--- config.mk ---
export PLATFORM = sky130hd
export DESIGN_NAME = abcs_mul
export DESIGN_NICKNAME = d
export VERILOG_FILES = /design/src/rtl/abcs_pkg.sv /design/src/rtl/abcs_mul.sv
export SDC_FILE = /design/constraint.sdc
export NUM_CORES = 2
export LEC_CHECK = 0
export BUFFER_PORTS_ARGS = -buffer_cell sky130_fd_sc_hd__buf_2
export CAP_MARGIN = 20
export CELL_PAD_IN_SITES_DETAIL_PLACEMENT = 0
export CELL_PAD_IN_SITES_GLOBAL_PLACEMENT = 2
export CORE_ASPECT_RATIO = 1.1
export CORE_UTILIZATION = 46
export DETAILED_ROUTE_END_ITERATION = 16
export GPL_ROUTABILITY_DRIVEN = 0
export PLACE_DENSITY_LB_ADDON = 0.1
export SETUP_SLACK_MARGIN = 0.2
export SKIP_CTS_REPAIR_TIMING = 1
export SLEW_MARGIN = 20
export SYNTH_ARGS = -nofsm -noshare
export SYNTH_HDL_FRONTEND = slang
export SYNTH_SLANG_ARGS = --single-unit
export TNS_END_PERCENT = 50
--- constraint.sdc ---
create_clock -name clk -period 21.8 [get_ports clk]
set_input_delay 1.09 -clock clk [delete_from_list [all_inputs] [get_ports clk]]
set_output_delay 1.09 -clock clk [all_outputs]
set_load 0.03 [all_outputs]
--- src/rtl/abcs_pkg.sv ---
// Shared types, codes and helpers for the AABB body collision step block.
// Depends on nothing; every other file of the block imports it.
package abcs_pkg;

  // Number of collider and body indexes tracked in the membership maps.
  localparam int MAX_OBJECTS = 64;
  localparam int MAP_IDX_W   = $clog2(MAX_OBJECTS);

  // Divider sizes: a 33-bit displacement shifted up by 16 over a 16-bit dt.
  localparam int DIV_NUM_W = 49;
  localparam int DIV_DEN_W = 16;
  localparam int DIV_CNT_W = $clog2(DIV_NUM_W + 1);

  // Shared multiplier operand width (signed).
  localparam int MUL_W = 33;

  // Item kinds.
  localparam logic [2:0] KIND_BEGIN    = 3'd0;
  localparam logic [2:0] KIND_COLLIDER = 3'd1;
  localparam logic [2:0] KIND_BODY     = 3'd2;
  localparam logic [2:0] KIND_END      = 3'd3;
  localparam logic [2:0] KIND_LOAD     = 3'd4;

  // Event codes.
  localparam logic [2:0] EV_TICK       = 3'd0;
  localparam logic [2:0] EV_TRIG_ENTER = 3'd1;
  localparam logic [2:0] EV_TRIG_EXIT  = 3'd2;
  localparam logic [2:0] EV_COLL_ENTER = 3'd3;
  localparam logic [2:0] EV_COLL_EXIT  = 3'd4;

  // Configuration register indexes.
  localparam logic [1:0] CFG_OFFSET_X = 2'd0;
  localparam logic [1:0] CFG_OFFSET_Y = 2'd1;
  localparam logic [1:0] CFG_SIZE_X   = 2'd2;
  localparam logic [1:0] CFG_SIZE_Y   = 2'd3;

  typedef struct packed {
    logic [2:0]         kind;
    logic [15:0]        dt;
    logic signed [31:0] coord_x;
    logic signed [31:0] coord_y;
    logic [30:0]        extent_x;
    logic [30:0]        extent_y;
    logic               is_trigger;
    logic [5:0]         object_id;
    logic signed [31:0] vel_x;
    logic signed [31:0] vel_y;
    logic [15:0]        skip_ticks;
  } in_item_t;

  typedef struct packed {
    logic [2:0]         event_res;
    logic [5:0]         event_id;
    logic signed [31:0] pos_x;
    logic signed [31:0] pos_y;
    logic signed [31:0] speed_x;
    logic signed [31:0] speed_y;
    logic               grounded;
    logic               skipped;
  } out_item_t;

  // Divider request from the sequencer.
  typedef struct packed {
    logic                 start;
    logic [DIV_NUM_W-1:0] num;
    logic [DIV_DEN_W-1:0] den;
  } div_req_t;

  // Divider status back to the sequencer.
  typedef struct packed {
    logic                 busy;
    logic                 done;
    logic [DIV_NUM_W-1:0] quo;
  } div_rsp_t;

  // Clamp a wide signed value to the signed 32-bit range.
  function automatic logic signed [31:0] sat32(input logic signed [49:0] v);
    logic signed [31:0] r;
    if (v > 50'sd2147483647) begin
      r = 32'sh7FFFFFFF;
    end else if (v < -50'sd2147483648) begin
      r = 32'sh80000000;
    end else begin
      r = v[31:0];
    end
    return r;
  endfunction

endpackage

--- src/rtl/abcs_mul.sv ---
// Shared signed multiplier with a registered product.
// Depends on abcs_pkg for the operand width.
module abcs_mul
  import abcs_pkg::*;
(
  input  logic                        clk,
  input  logic signed [MUL_W-1:0]     a,
  input  logic signed [MUL_W-1:0]     b,
  output logic signed [2*MUL_W-1:0]   prod_r
);

  // One multiply per cycle; the product is registered and ready in the next cycle.
  always_ff @(posedge clk) begin
    prod_r <= a * b;
  end

endmodule

After elaboration in Yosys (flattened, before gate mapping):

Index checks and enable logic that the tools add are counted.

* output and inout bits: 66
* flip-flop bits (word level): 66
* word-level logic and storage cells: 2

* multiply operators: 1

Operators by type and width (count)
* multiplier 33 x 33 -> 66 bit: 1

Depth between registers and ports, before layout:

* depth in word-level cells: 1
* depth in mapped cells: 27
* mapped depth without buffers: 26

Least setup slack after synthesis:

Ideal clock, no wire load.

* path kind: input -> register
* from: input port a[32]
* to: register prod_r[62]
* arrival time: 8.247 ns
* path slack: 13.474 ns
* required time: 21.721 ns
* cell stages on the path: 23
* library setup time: 0.079 ns
* path through: clkbuf_1 > nand2_1 > inv_1 > fa_1 > fa_1 > fa_1 > fa_1 > fa_1 > fa_1 > fa_1 > inv_1 > fa_1 > inv_1 > ha_1 > clkbuf_1 > and3_1 > nand3_1 > nand2b_1 > a2111oi_4 > a211oi_4 > a21o_2 > a21o_1 > a211oi_2

* word-level cells in the longest chain between the ends: 1

RTL lines
* start: declaration: line abcs_mul.sv:7 `input logic signed [MUL_W-1:0] a,`
* multiplier 33 x 33 -> 66 bit: line abcs_mul.sv:14 `prod_r <= a * b;`
* end signal: assignment: line abcs_mul.sv:14
* end: declaration: line abcs_mul.sv:9 `output logic signed [2*MUL_W-1:0] prod_r`

Every way passes these cells.

Worst setup path after layout:

* from: input port b[9]
* to: register prod_r[58]

* word-level cells in the longest chain between the ends: 1

RTL lines
* start: declaration: line abcs_mul.sv:8 `input logic signed [MUL_W-1:0] b,`
* multiplier 33 x 33 -> 66 bit: line abcs_mul.sv:14

Every way passes these cells.

==> out/qor.yml <==
status:
  status: "finished, final reports clean"
die:
  design.die.area_um2: 89750
  ios: 133
  die_y_um: 314.1
  rows: 114
  initial_core_util_pct: 46.44
  die_w_um: 285.7
  core_um2: 87720
sta:
  timing.final.hold_violations: 0
  rsz0062_at_grt: "false"
  tns_ns: 0
  fin_crit_ns: 8.973
  setup_violations: 0
  tightest_slew_ns: 1.079
  min_period_over_period_pct: 41.16
  slew_headroom_pct: 27.97
  max_freq_mhz: 111.4
  slew_violations: 0
critical_path:
  crit_type: "in -> reg"
  crit_path_start_kind: "input pin"
  worstPathArrival_ns: 9.25
  crit_path_frequent_cell: "fa_1"
  slowest_stage: "fa_1"
  crit_chain: "buf_2 > nand2_1 > fa_1 > fa_1 > fa_1 > inv_1 > fa_1 > fa_1 > fa_1 > fa_1 > inv_1 > fa_1 > inv_1 > ha_1 > and3_1 > nand3_1 > nand2b_1 > a2111oi_4 > a211oi_4 > a21oi_2 > nor4b_2 > a311oi_1"
  cp.buffers_inverters: 4
  cp-end-kind: "register"
  critPathRequiredTime_ns: 22.08
  cpPeakStageDelay_ns: 1.23
  critPathTopFamily: "adder cells"
  cp_max_fo: 33
clocking:
  clkTransAtPathRegs_ns: 0.07
  cts_tree: "done"
  clockBufferDepth: 2
  cts_made_buffers: 9
  cts_sinks: 66
  cts-root-buf: "clkbuf_16"
  htree_levels: 3
drt:
  route.met2.wl_mm: 65.53
  wl_met3_mm: 3.865
  via_count: 28160
  drt_first_pass_iters: 5
  via_per_inst: 5.175
  ant_nets: 0
  drc: 0
  drt_wl_total_mm: 120.6
  wl_met1_mm: 45.05
  wire_per_inst_um: 22.15
  drtIter0Drc: 1212
  highest_layer: "met5"
layout:
  largestRegisters: "prod_r (66)"
  largest_register_ffs: 66
  drive_gt1_share_pct: 4.717
  area_growth_pct: 4.184
  insertedDiodeCount: 0
  final_nets: 5706
  regMostFlops: "prod_r"
global_route:
  antenna_found_initial: 5
  grt_pass1_vias: 31660
  grt_remaining_overflow: 0
  grt_pass1_wl_mm: 189.8
  grtUsageTotal_pct: 28.38
  grt_max_degree: 34
synthesis:
  async_flop_share_pct: 0
  yosys_warnings: 0
  syn_avg_cell_area_um2: 9.390
  synth_top_area_cell: "fa_1"
  yosys-top-cells-count: "1145 x fa_1, 1131 x inv_1, 562 x and2_1, 551 x nand2_1, 217 x ha_1"
  synth-edff-count: 0
  yosys.area.top_type_share_pct: 56.27
  yosys-top-cells-area: "fa_1 56%, inv_1 10%, and2_1 8.6%"
  syn-instance-count: 4338
  syn_nets: 5767
  synth-seq-cells: 66
  yosysUniqueCellTypes: 80
  synthMostInstantiatedCell: "fa_1"
  synth_seq_area_share_pct: 3.244
  synth_flop_cell: "dfxtp_1"
  synth_area_um2: 40730
placement:
  dpl.hpwl_mm: 98.65
  io_buffers: 132
min_path:
  hold_path.class: "in -> reg"
flow_run:
  maxCapViolCount: 0
[final timing paths]
path  from            endpoint  slack (ns)  cells past startpoint
max   b[9]  prod_r[58]$_DFF_P_       12.83                     22
min   b[0]   prod_r[0]$_DFF_P_        1.34                      2
[routing by layer]
layer / up-vias / global-route usage (%)
li1: 12200 / -
met1: 15220 / 33.50
met4: 4 / 12.19
met5: - / 0
met3: 172 / 2.529
met2: 566 / 52.50
[stage by stage]
stage                     setup WS (ns)  utilization [%]  cell area, um2  std cells  hold slack (ns)
after global placement            12.55            48.02           42120       5426            1.524
after detailed placement          12.48            48.02           42120       5426            1.527
after CTS                         12.86            48.38           42440       5442            1.321
after floorplan                   13.47                -           40730       4338            1.217
final                             12.83            48.38           42440       5442            1.339
after global routing              12.45            48.38           42440       5442            1.361
[cells in the final DEF (no fill, tap or decap), types with 11 or more instances in the layout]
cell         n
fa_1      1145
inv_1     1131
and2_1     562
nand2_1    551
ha_1       217
buf_2      132
nor2_1      68
dfxtp_1     66
a21oi_1     57
xnor2_1     43
a21o_1      36
o21ai_0     25
nand3_1     25
xor2_1      25
buf_4       17
nand2b_1    12
o21bai_1    11
nand4_1     11
[logic make-up (layout without fill, tap and decap cells)]
group | Yosys count | in the layout | share of synthesized area (%)
DFF | 66 | 66 | 3.244
and+or+nand+nor | 1271 | 1271 | 15.78
xor gates and xnor gates | 68 | 68 | 1.462
AOI/OAI and AO/OA | 219 | 219 | 4.067
buffers and inverters | 1352 | 1296 | 12.51
adders and majority gates | 1362 | 1362 | 62.94
[cell type report]
cell class / count / area [um2]
Timing Repair Buffer: 149 / 788.3
Tap cell: 1160 / 1451
Sequential cell: 66 / 1321
Inverter: 1131 / 4245
Clock inverter: 5 / 62.56
Clock buffer: 11 / 252.7
Multi-Input combinational cell: 2920 / 34320
Fill cell: 8698 / 45280
Power is not shown: default switching activity piles up to over one toggle a cycle in this logic, so the estimate is an artifact.
