$ cat config.mk
export PLATFORM = sky130hd
export DESIGN_NAME = abcs_div
export DESIGN_NICKNAME = d
export VERILOG_FILES = /design/src/rtl/abcs_pkg.sv /design/src/rtl/abcs_div.sv
export SDC_FILE = /design/constraint.sdc
export NUM_CORES = 1
export LEC_CHECK = 0
export BUFFER_PORTS_ARGS = -buffer_cell sky130_fd_sc_hd__buf_2
export CORE_MARGIN = 2
export CORE_UTILIZATION = 45
export CTS_CLUSTER_DIAMETER = 40
export DETAILED_ROUTE_END_ITERATION = 16
export PLACE_DENSITY = 0.7
export SYNTH_ARGS = -nofsm -noshare
export SYNTH_HDL_FRONTEND = slang
export SYNTH_SLANG_ARGS = --single-unit
$ cat constraint.sdc
create_clock -name clk -period 3.7 [get_ports clk]
set_clock_uncertainty 0.15 [all_clocks]
set_input_delay 0.37 -clock clk [delete_from_list [all_inputs] [get_ports clk]]
set_output_delay 0.37 -clock clk [all_outputs]
set_load 0.01 [all_outputs]
$ cat src/rtl/abcs_pkg.sv
// Shared types, codes and helpers for the AABB body collision step block.
// Depends on nothing; every other file of the block imports it.
package abcs_pkg;

  // Number of collider and body indexes tracked in the membership maps.
  localparam int MAX_OBJECTS = 64;
  localparam int MAP_IDX_W   = $clog2(MAX_OBJECTS);

  // Divider sizes: a 33-bit displacement shifted up by 16 over a 16-bit dt.
  localparam int DIV_NUM_W = 49;
  localparam int DIV_DEN_W = 16;
  localparam int DIV_CNT_W = $clog2(DIV_NUM_W + 1);

  // Shared multiplier operand width (signed).
  localparam int MUL_W = 33;

  // Item kinds.
  localparam logic [2:0] KIND_BEGIN    = 3'd0;
  localparam logic [2:0] KIND_COLLIDER = 3'd1;
  localparam logic [2:0] KIND_BODY     = 3'd2;
  localparam logic [2:0] KIND_END      = 3'd3;
  localparam logic [2:0] KIND_LOAD     = 3'd4;

  // Event codes.
  localparam logic [2:0] EV_TICK       = 3'd0;
  localparam logic [2:0] EV_TRIG_ENTER = 3'd1;
  localparam logic [2:0] EV_TRIG_EXIT  = 3'd2;
  localparam logic [2:0] EV_COLL_ENTER = 3'd3;
  localparam logic [2:0] EV_COLL_EXIT  = 3'd4;

  // Configuration register indexes.
  localparam logic [1:0] CFG_OFFSET_X = 2'd0;
  localparam logic [1:0] CFG_OFFSET_Y = 2'd1;
  localparam logic [1:0] CFG_SIZE_X   = 2'd2;
  localparam logic [1:0] CFG_SIZE_Y   = 2'd3;

  typedef struct packed {
    logic [2:0]         kind;
    logic [15:0]        dt;
    logic signed [31:0] coord_x;
    logic signed [31:0] coord_y;
    logic [30:0]        extent_x;
    logic [30:0]        extent_y;
    logic               is_trigger;
    logic [5:0]         object_id;
    logic signed [31:0] vel_x;
    logic signed [31:0] vel_y;
    logic [15:0]        skip_ticks;
  } in_item_t;

  typedef struct packed {
    logic [2:0]         event_res;
    logic [5:0]         event_id;
    logic signed [31:0] pos_x;
    logic signed [31:0] pos_y;
    logic signed [31:0] speed_x;
    logic signed [31:0] speed_y;
    logic               grounded;
    logic               skipped;
  } out_item_t;

  // Divider request from the sequencer.
  typedef struct packed {
    logic                 start;
    logic [DIV_NUM_W-1:0] num;
    logic [DIV_DEN_W-1:0] den;
  } div_req_t;

  // Divider status back to the sequencer.
  typedef struct packed {
    logic                 busy;
    logic                 done;
    logic [DIV_NUM_W-1:0] quo;
  } div_rsp_t;

  // Clamp a wide signed value to the signed 32-bit range.
  function automatic logic signed [31:0] sat32(input logic signed [49:0] v);
    logic signed [31:0] r;
    if (v > 50'sd2147483647) begin
      r = 32'sh7FFFFFFF;
    end else if (v < -50'sd2147483648) begin
      r = 32'sh80000000;
    end else begin
      r = v[31:0];
    end
    return r;
  endfunction

endpackage

$ cat src/rtl/abcs_div.sv
// Restoring unsigned divider that retires one quotient bit per cycle.
// Depends on abcs_pkg for the widths and the request and status structs.
module abcs_div
  import abcs_pkg::*;
(
  input  logic     clk,
  input  logic     rst_n,
  input  div_req_t req,
  output div_rsp_t rsp
);

  logic [DIV_NUM_W-1:0] quo_r;
  logic [DIV_DEN_W-1:0] rem_r;
  logic [DIV_DEN_W-1:0] den_r;
  logic [DIV_CNT_W-1:0] cnt_r;
  logic                 busy_r;
  logic                 done_r;
  logic [DIV_DEN_W:0]   trial;
  logic [DIV_DEN_W:0]   diff;

  // Trial subtraction of the divisor from the shifted remainder.
  always_comb begin
    trial = {rem_r, quo_r[DIV_NUM_W-1]};
    diff  = trial - {1'b0, den_r};
  end

  // Iteration control and datapath.
  always_ff @(posedge clk) begin
    if (!rst_n) begin
      busy_r <= 1'b0;
      done_r <= 1'b0;
      cnt_r  <= '0;
    end else if (req.start) begin
      quo_r  <= req.num;
      den_r  <= req.den;
      rem_r  <= '0;
      cnt_r  <= DIV_CNT_W'(DIV_NUM_W);
      busy_r <= 1'b1;
      done_r <= 1'b0;
    end else if (busy_r) begin
      if (!diff[DIV_DEN_W]) begin
        rem_r <= diff[DIV_DEN_W-1:0];
        quo_r <= {quo_r[DIV_NUM_W-2:0], 1'b1};
      end else begin
        rem_r <= trial[DIV_DEN_W-1:0];
        quo_r <= {quo_r[DIV_NUM_W-2:0], 1'b0};
      end
      cnt_r <= cnt_r - 1'b1;
      if (cnt_r == DIV_CNT_W'(1)) begin
        busy_r <= 1'b0;
        done_r <= 1'b1;
      end
    end else begin
      done_r <= 1'b0;
    end
  end

  assign rsp.busy = busy_r;
  assign rsp.done = done_r;
  assign rsp.quo  = quo_r;

endmodule

# [Yosys cells after proc, flatten, opt, wreduce, memory -nomap -nowiden]
# Index checks and enable logic that the tools add are counted.
[op_classes] addsub=2 n_eq_ne=1 mux=10 n_bitwise=2 n_reduce_logical=5
[ops] operator="two-way mux 49 bit" n=2
[ops] operator="two-way mux 16 bit" n=2
[ops] operator="subtractor 17 x 16 -> 17 bit" n=1
[ops] operator="two-way mux 6 bit" n=2
[ops] operator="== test 6 x 1 -> 1 bit, second input constant" n=1
[ops] operator="subtractor 6 x 1 -> 6 bit, second input constant" n=1
[ops] operator="two-way mux 1 bit" n=4
[ops] operator="AND reduction 2 bit" n=2
[ops] operator="OR reduction 3 bit" n=1
[ops] operator="NOT 1 bit" n=2
[ops] operator="nonzero test 2 bit" n=1
[ops] operator="OR reduction 2 bit" n=1
[word_totals] reg_bits=89 in_bits=68 out_inout_bits=51 wordCells=27

# [Logic depth before layout (Yosys ltp)]
[depth] ltp_word=4 ltp_mapped=12 ltp_nobuf=10

# [Worst setup path after synthesis]
# OpenSTA, ideal clock, no wires.
[synth_path] path_kind="flip-flop to flip-flop" startpoint="register quo_r[48]" endpoint="register rem_r[10] (data pin)" setup_time_ns=0.266 arrival_ns=2.324 t_required_ns=3.284 setup_slack_ns=0.960 stages_incl_launch_ff=13 path_buffers=2 period_less_slack_ns=2.740 cell_sequence="edfxtp_1 > inv_1 > ha_1 > fa_1 > nand2b_1 > a21oi_2 > o21ai_2 > o21a_4 > o211ai_2 > buf_6 > buf_6 > mux2i_1 > nor2_1"
[synth_between] elab_chain_len=3
[synth_rtl] item="start: declaration" line_no="abcs_div.sv:12" source="logic [DIV_NUM_W-1:0] quo_r;"
[synth_rtl] item="start signal: assignment" line_no="abcs_div.sv:34" source="quo_r <= req.num;"
[synth_rtl] item="start signal: assignment" line_no="abcs_div.sv:43" source="quo_r <= {quo_r[DIV_NUM_W-2:0], 1'b1};"
[synth_rtl] item="start signal: assignment" line_no="abcs_div.sv:46" source="quo_r <= {quo_r[DIV_NUM_W-2:0], 1'b0};"
[synth_rtl] item="subtractor 17 x 16 -> 17 bit" line_no="abcs_div.sv:24" source="diff = trial - {1'b0, den_r};"
[synth_rtl] item="two-way mux 16 bit" line_no="abcs_div.sv:41" source="if (!diff[DIV_DEN_W]) begin"
[synth_rtl] item="two-way mux 16 bit" line_no="abcs_div.sv:40" source="end else if (busy_r) begin"
[synth_rtl] item="end signal: assignment" line_no="abcs_div.sv:42" source="rem_r <= diff[DIV_DEN_W-1:0];"
[synth_rtl] item="end signal: assignment" line_no="abcs_div.sv:45" source="rem_r <= trial[DIV_DEN_W-1:0];"
[synth_rtl] item="end: declaration" line_no="abcs_div.sv:13" source="logic [DIV_DEN_W-1:0] rem_r;"
# No other way between the ends. The select of a mux whose other input is x is not followed.
# A chain may end at the register's enable or synchronous reset.

# [Worst setup path in the final report]
[layout_path] startpoint="register den_r[0]" endpoint="register rem_r[13] (data pin)"
[layout_between] elab_chain_len=3
[layout_rtl] item="start: declaration" line_no="abcs_div.sv:14" source="logic [DIV_DEN_W-1:0] den_r;"
[layout_rtl] item="start signal: assignment" line_no="abcs_div.sv:35" source="den_r <= req.den;"
[layout_rtl] item="subtractor 17 x 16 -> 17 bit" line_no="abcs_div.sv:24"
[layout_rtl] item="two-way mux 16 bit" line_no="abcs_div.sv:41"
[layout_rtl] item="two-way mux 16 bit" line_no="abcs_div.sv:40"
# No other way between the ends. The select of a mux whose other input is x is not followed.

==> qor.yml <==
synth:
  synth.yosys.seq_area_share_pct: 58.1
  synth_nets: 425
  ys_warn_count: 0
  synth_seq_cells: 89
  synth_ff_type: "edfxtp_1"
  async_flop_share_pct: 0
  synthCells: 338
  synth_area_um2: 4470
  avgSynthCellArea_um2: 13.2
  yosys.cell_types.count: 44
  synth_edf_count: 81
cts:
  cts_setup_buffers: 0
  clock_path_buffers: 2
  clk_latency_ps: 370
  cts_made_buffers: 9
  ctsResizeCount: 0
  cts_root_buffer: "clkbuf_8"
  cts_num_sinks: 89
  path_clk_slew_ps: 90
  ctsHtreeMaxLevel: 3
  cts_tree: "done"
  ctsHoldBuffers: 4
critical_path:
  cp-start-kind: "flop"
  critPathArrivalTime_ps: 2880
  worst_setup_path_end_kind: "flop"
  cp.required_ps: 3770
  cp_max_fo: 12
  crit_type: "reg2reg"
finish:
  diodes: 0
  drive_above_1_share_pct: 41.9
  fin_nets: 554
  fin_area_um2: 5470
  area.growth.synth_to_final_pct: 22.5
  fin_util_pct: 56.5
floorplan:
  die_area_um2: 10700
  ios: 119
  coreArea_um2: 9680
  start_util_pct: 46.1
  fp.dieH_um: 104
  num_rows: 36
  fp.dieW_um: 104
timing:
  hold_violations: 0
  rsz0062_at_grt: "false"
  finalSetupViolations: 0
  tns_ps: 0
  worst_slew_pin_slew_ps: 753
  period_share_pct: 76.1
  fmax_mhz: 355
  period_needed_ps: 2820
  holdWs_ps: 29.9
  drv_slew: 0
  relSlewSlack_pct: 49.7
global_routing:
  use_met2_pct: 28.2
  grtUsageTotal_pct: 17.6
  gr-total-overflow: 0
  busiest_layer: "met2"
  grt_pass1_vias: 3081
  antenna_found_initial: 0
  gr-usage-met3_pct: 7.24
  grt_max_degree: 46
  met1_usage_pct: 21.7
  grt_pass1_wl_um: 14900
detailed_routing:
  wl_per_cell_um: 14.9
  postRouteAntennaNets: 0
  drc: 0
  viasPerCell: 4.94
  first_iter_violations: 121
  firstDrtPassIters: 4
  num_vias: 2991
  routed_wl_um: 9030
flow_run:
  max_cap_viol_count: 0
place:
  dpl-instance-area_um2: 5190
  hpwlAfterDp_um: 6480
  io_buffers: 118
  gp_routability_congestion: 0.836
pwr:
  power_mw: 2.45
  irDropWorstVdd_mv: 0.314
  power_density_nw_per_um2: 448
  power_leakage_nw: 2.27
worst_hold_path:
  hold_class: "in2reg"
run_status:
  status: "finished clean"
cells in the final DEF, fill, tap and decap left out, types with 2 or more instances in the layout:
cell | synthesis | final
mux2i_1 | 13 | 13
xnor2_1 | 10 | 10
xor2_1 | 8 | 8
o21ai_2 | 2 | 2
clkbuf_8 | 0 | 10
mux2_2 | 49 | 49
o211ai_1 | 4 | 4
ha_1 | 18 | 18
a21oi_1 | 17 | 17
o21ai_1 | 2 | 2
inv_1 | 22 | 22
nand2_1 | 19 | 19
nand2b_1 | 5 | 5
nor2_1 | 27 | 27
buf_2 | 0 | 118
inv_6 | 0 | 2
clkinvlp_4 | 0 | 2
nand3_1 | 2 | 2
a21oi_2 | 2 | 2
o21a_1 | 6 | 5
nor3_1 | 2 | 2
edfxtp_1 | 81 | 81
dlygate4sd3_1 | 0 | 8
o21ai_0 | 7 | 7
dfxtp_1 | 8 | 8
buf_4 | 2 | 5
routing by layer:
metal  share of wire (%)  wire length (um)
met1                  44              3980
met3                 7.4               664
met4                 1.3               121
met2                  47              4250
met5                   0                 0
logic make-up after synthesis:
group	share of synthesized area (%)
and+or+nand+nor	6.45
xor gates and xnor gates	3.53
adders and majority gates	5.49
buffers and inverters	3.45
AOI/OAI and AO/OA	7.76
DFF	58.1
muxes	15.3
report_power, final:
group | total [mW] | internal, mW | switching, mW
clock | 0.675 | 0.309 | 0.366
sequential | 1.24 | 1.20 | 0.0411
combinational | 0.538 | 0.260 | 0.278
total | 2.45 | 1.77 | 0.686
state kept, by name, indices dropped and copies added, names as in the netlist:
name    flops
busy_r      1
cnt_r       6
den_r      16
done_r      1
quo_r      49
rem_r      16
per-stage QoR:
stage	instances	setup slack, ps
3_5_place_dp	581	888
2_1_floorplan	338	960
3_3_place_gp	581	992
4_1_cts	601	863
6_report	605	884
5_1_grt	605	685
synth_stat cells (2+ instances only):
library cell,n,area [um2]
dfxtp_1,8,160
buf_6,2,22.5
mux2_2,49,552
o21ai_0,7,35.0
o21a_1,6,45.0
xor2_1,8,70.1
nor2_1,27,101
ha_1,18,225
buf_4,2,15.0
edfxtp_1,81,2430
nor3_1,2,10.0
xnor2_1,10,87.6
mux2i_1,13,130
a21oi_2,2,17.5
o21ai_2,2,17.5
nand2b_1,5,31.3
clkbuf_1,9,33.8
nand3_1,2,10.0
o211ai_1,4,30.0
o21ai_1,2,10.0
a21oi_1,17,85.1
inv_1,22,82.6
nand2_1,19,71.3
critical path: stages (launching register included):
cell and delay (ps):
edfxtp_1 400, ha_1 220, fa_1 410, nand2b_1 190, a21oi_2 180, o21ai_2 100, o21ai_1 150, o211ai_2 120
buf_4 210, or3b_1 380, a21oi_1 150
cell type report:
class	count	area, um2
repair buffers	131	708
fillers	843	4220
clock buffers	12	166
flip-flops and latches	89	2590
multi-input cells	214	1720
clock inverters	4	32.5
inverters	22	82.6
well taps	133	166
final timing paths:
path	start	endpoint	slack, ps	depth (start not counted)
worst max register to register	den_r[0]	rem_r[13]	880	10
worst min register to register	cnt_r[1]	cnt_r[1]	360	2
worst max-delay path	den_r[0]	rem_r[13]	880	10
worst min-delay path	req[10]	den_r[10]	30	1
(Power assumes the default switching activity.)
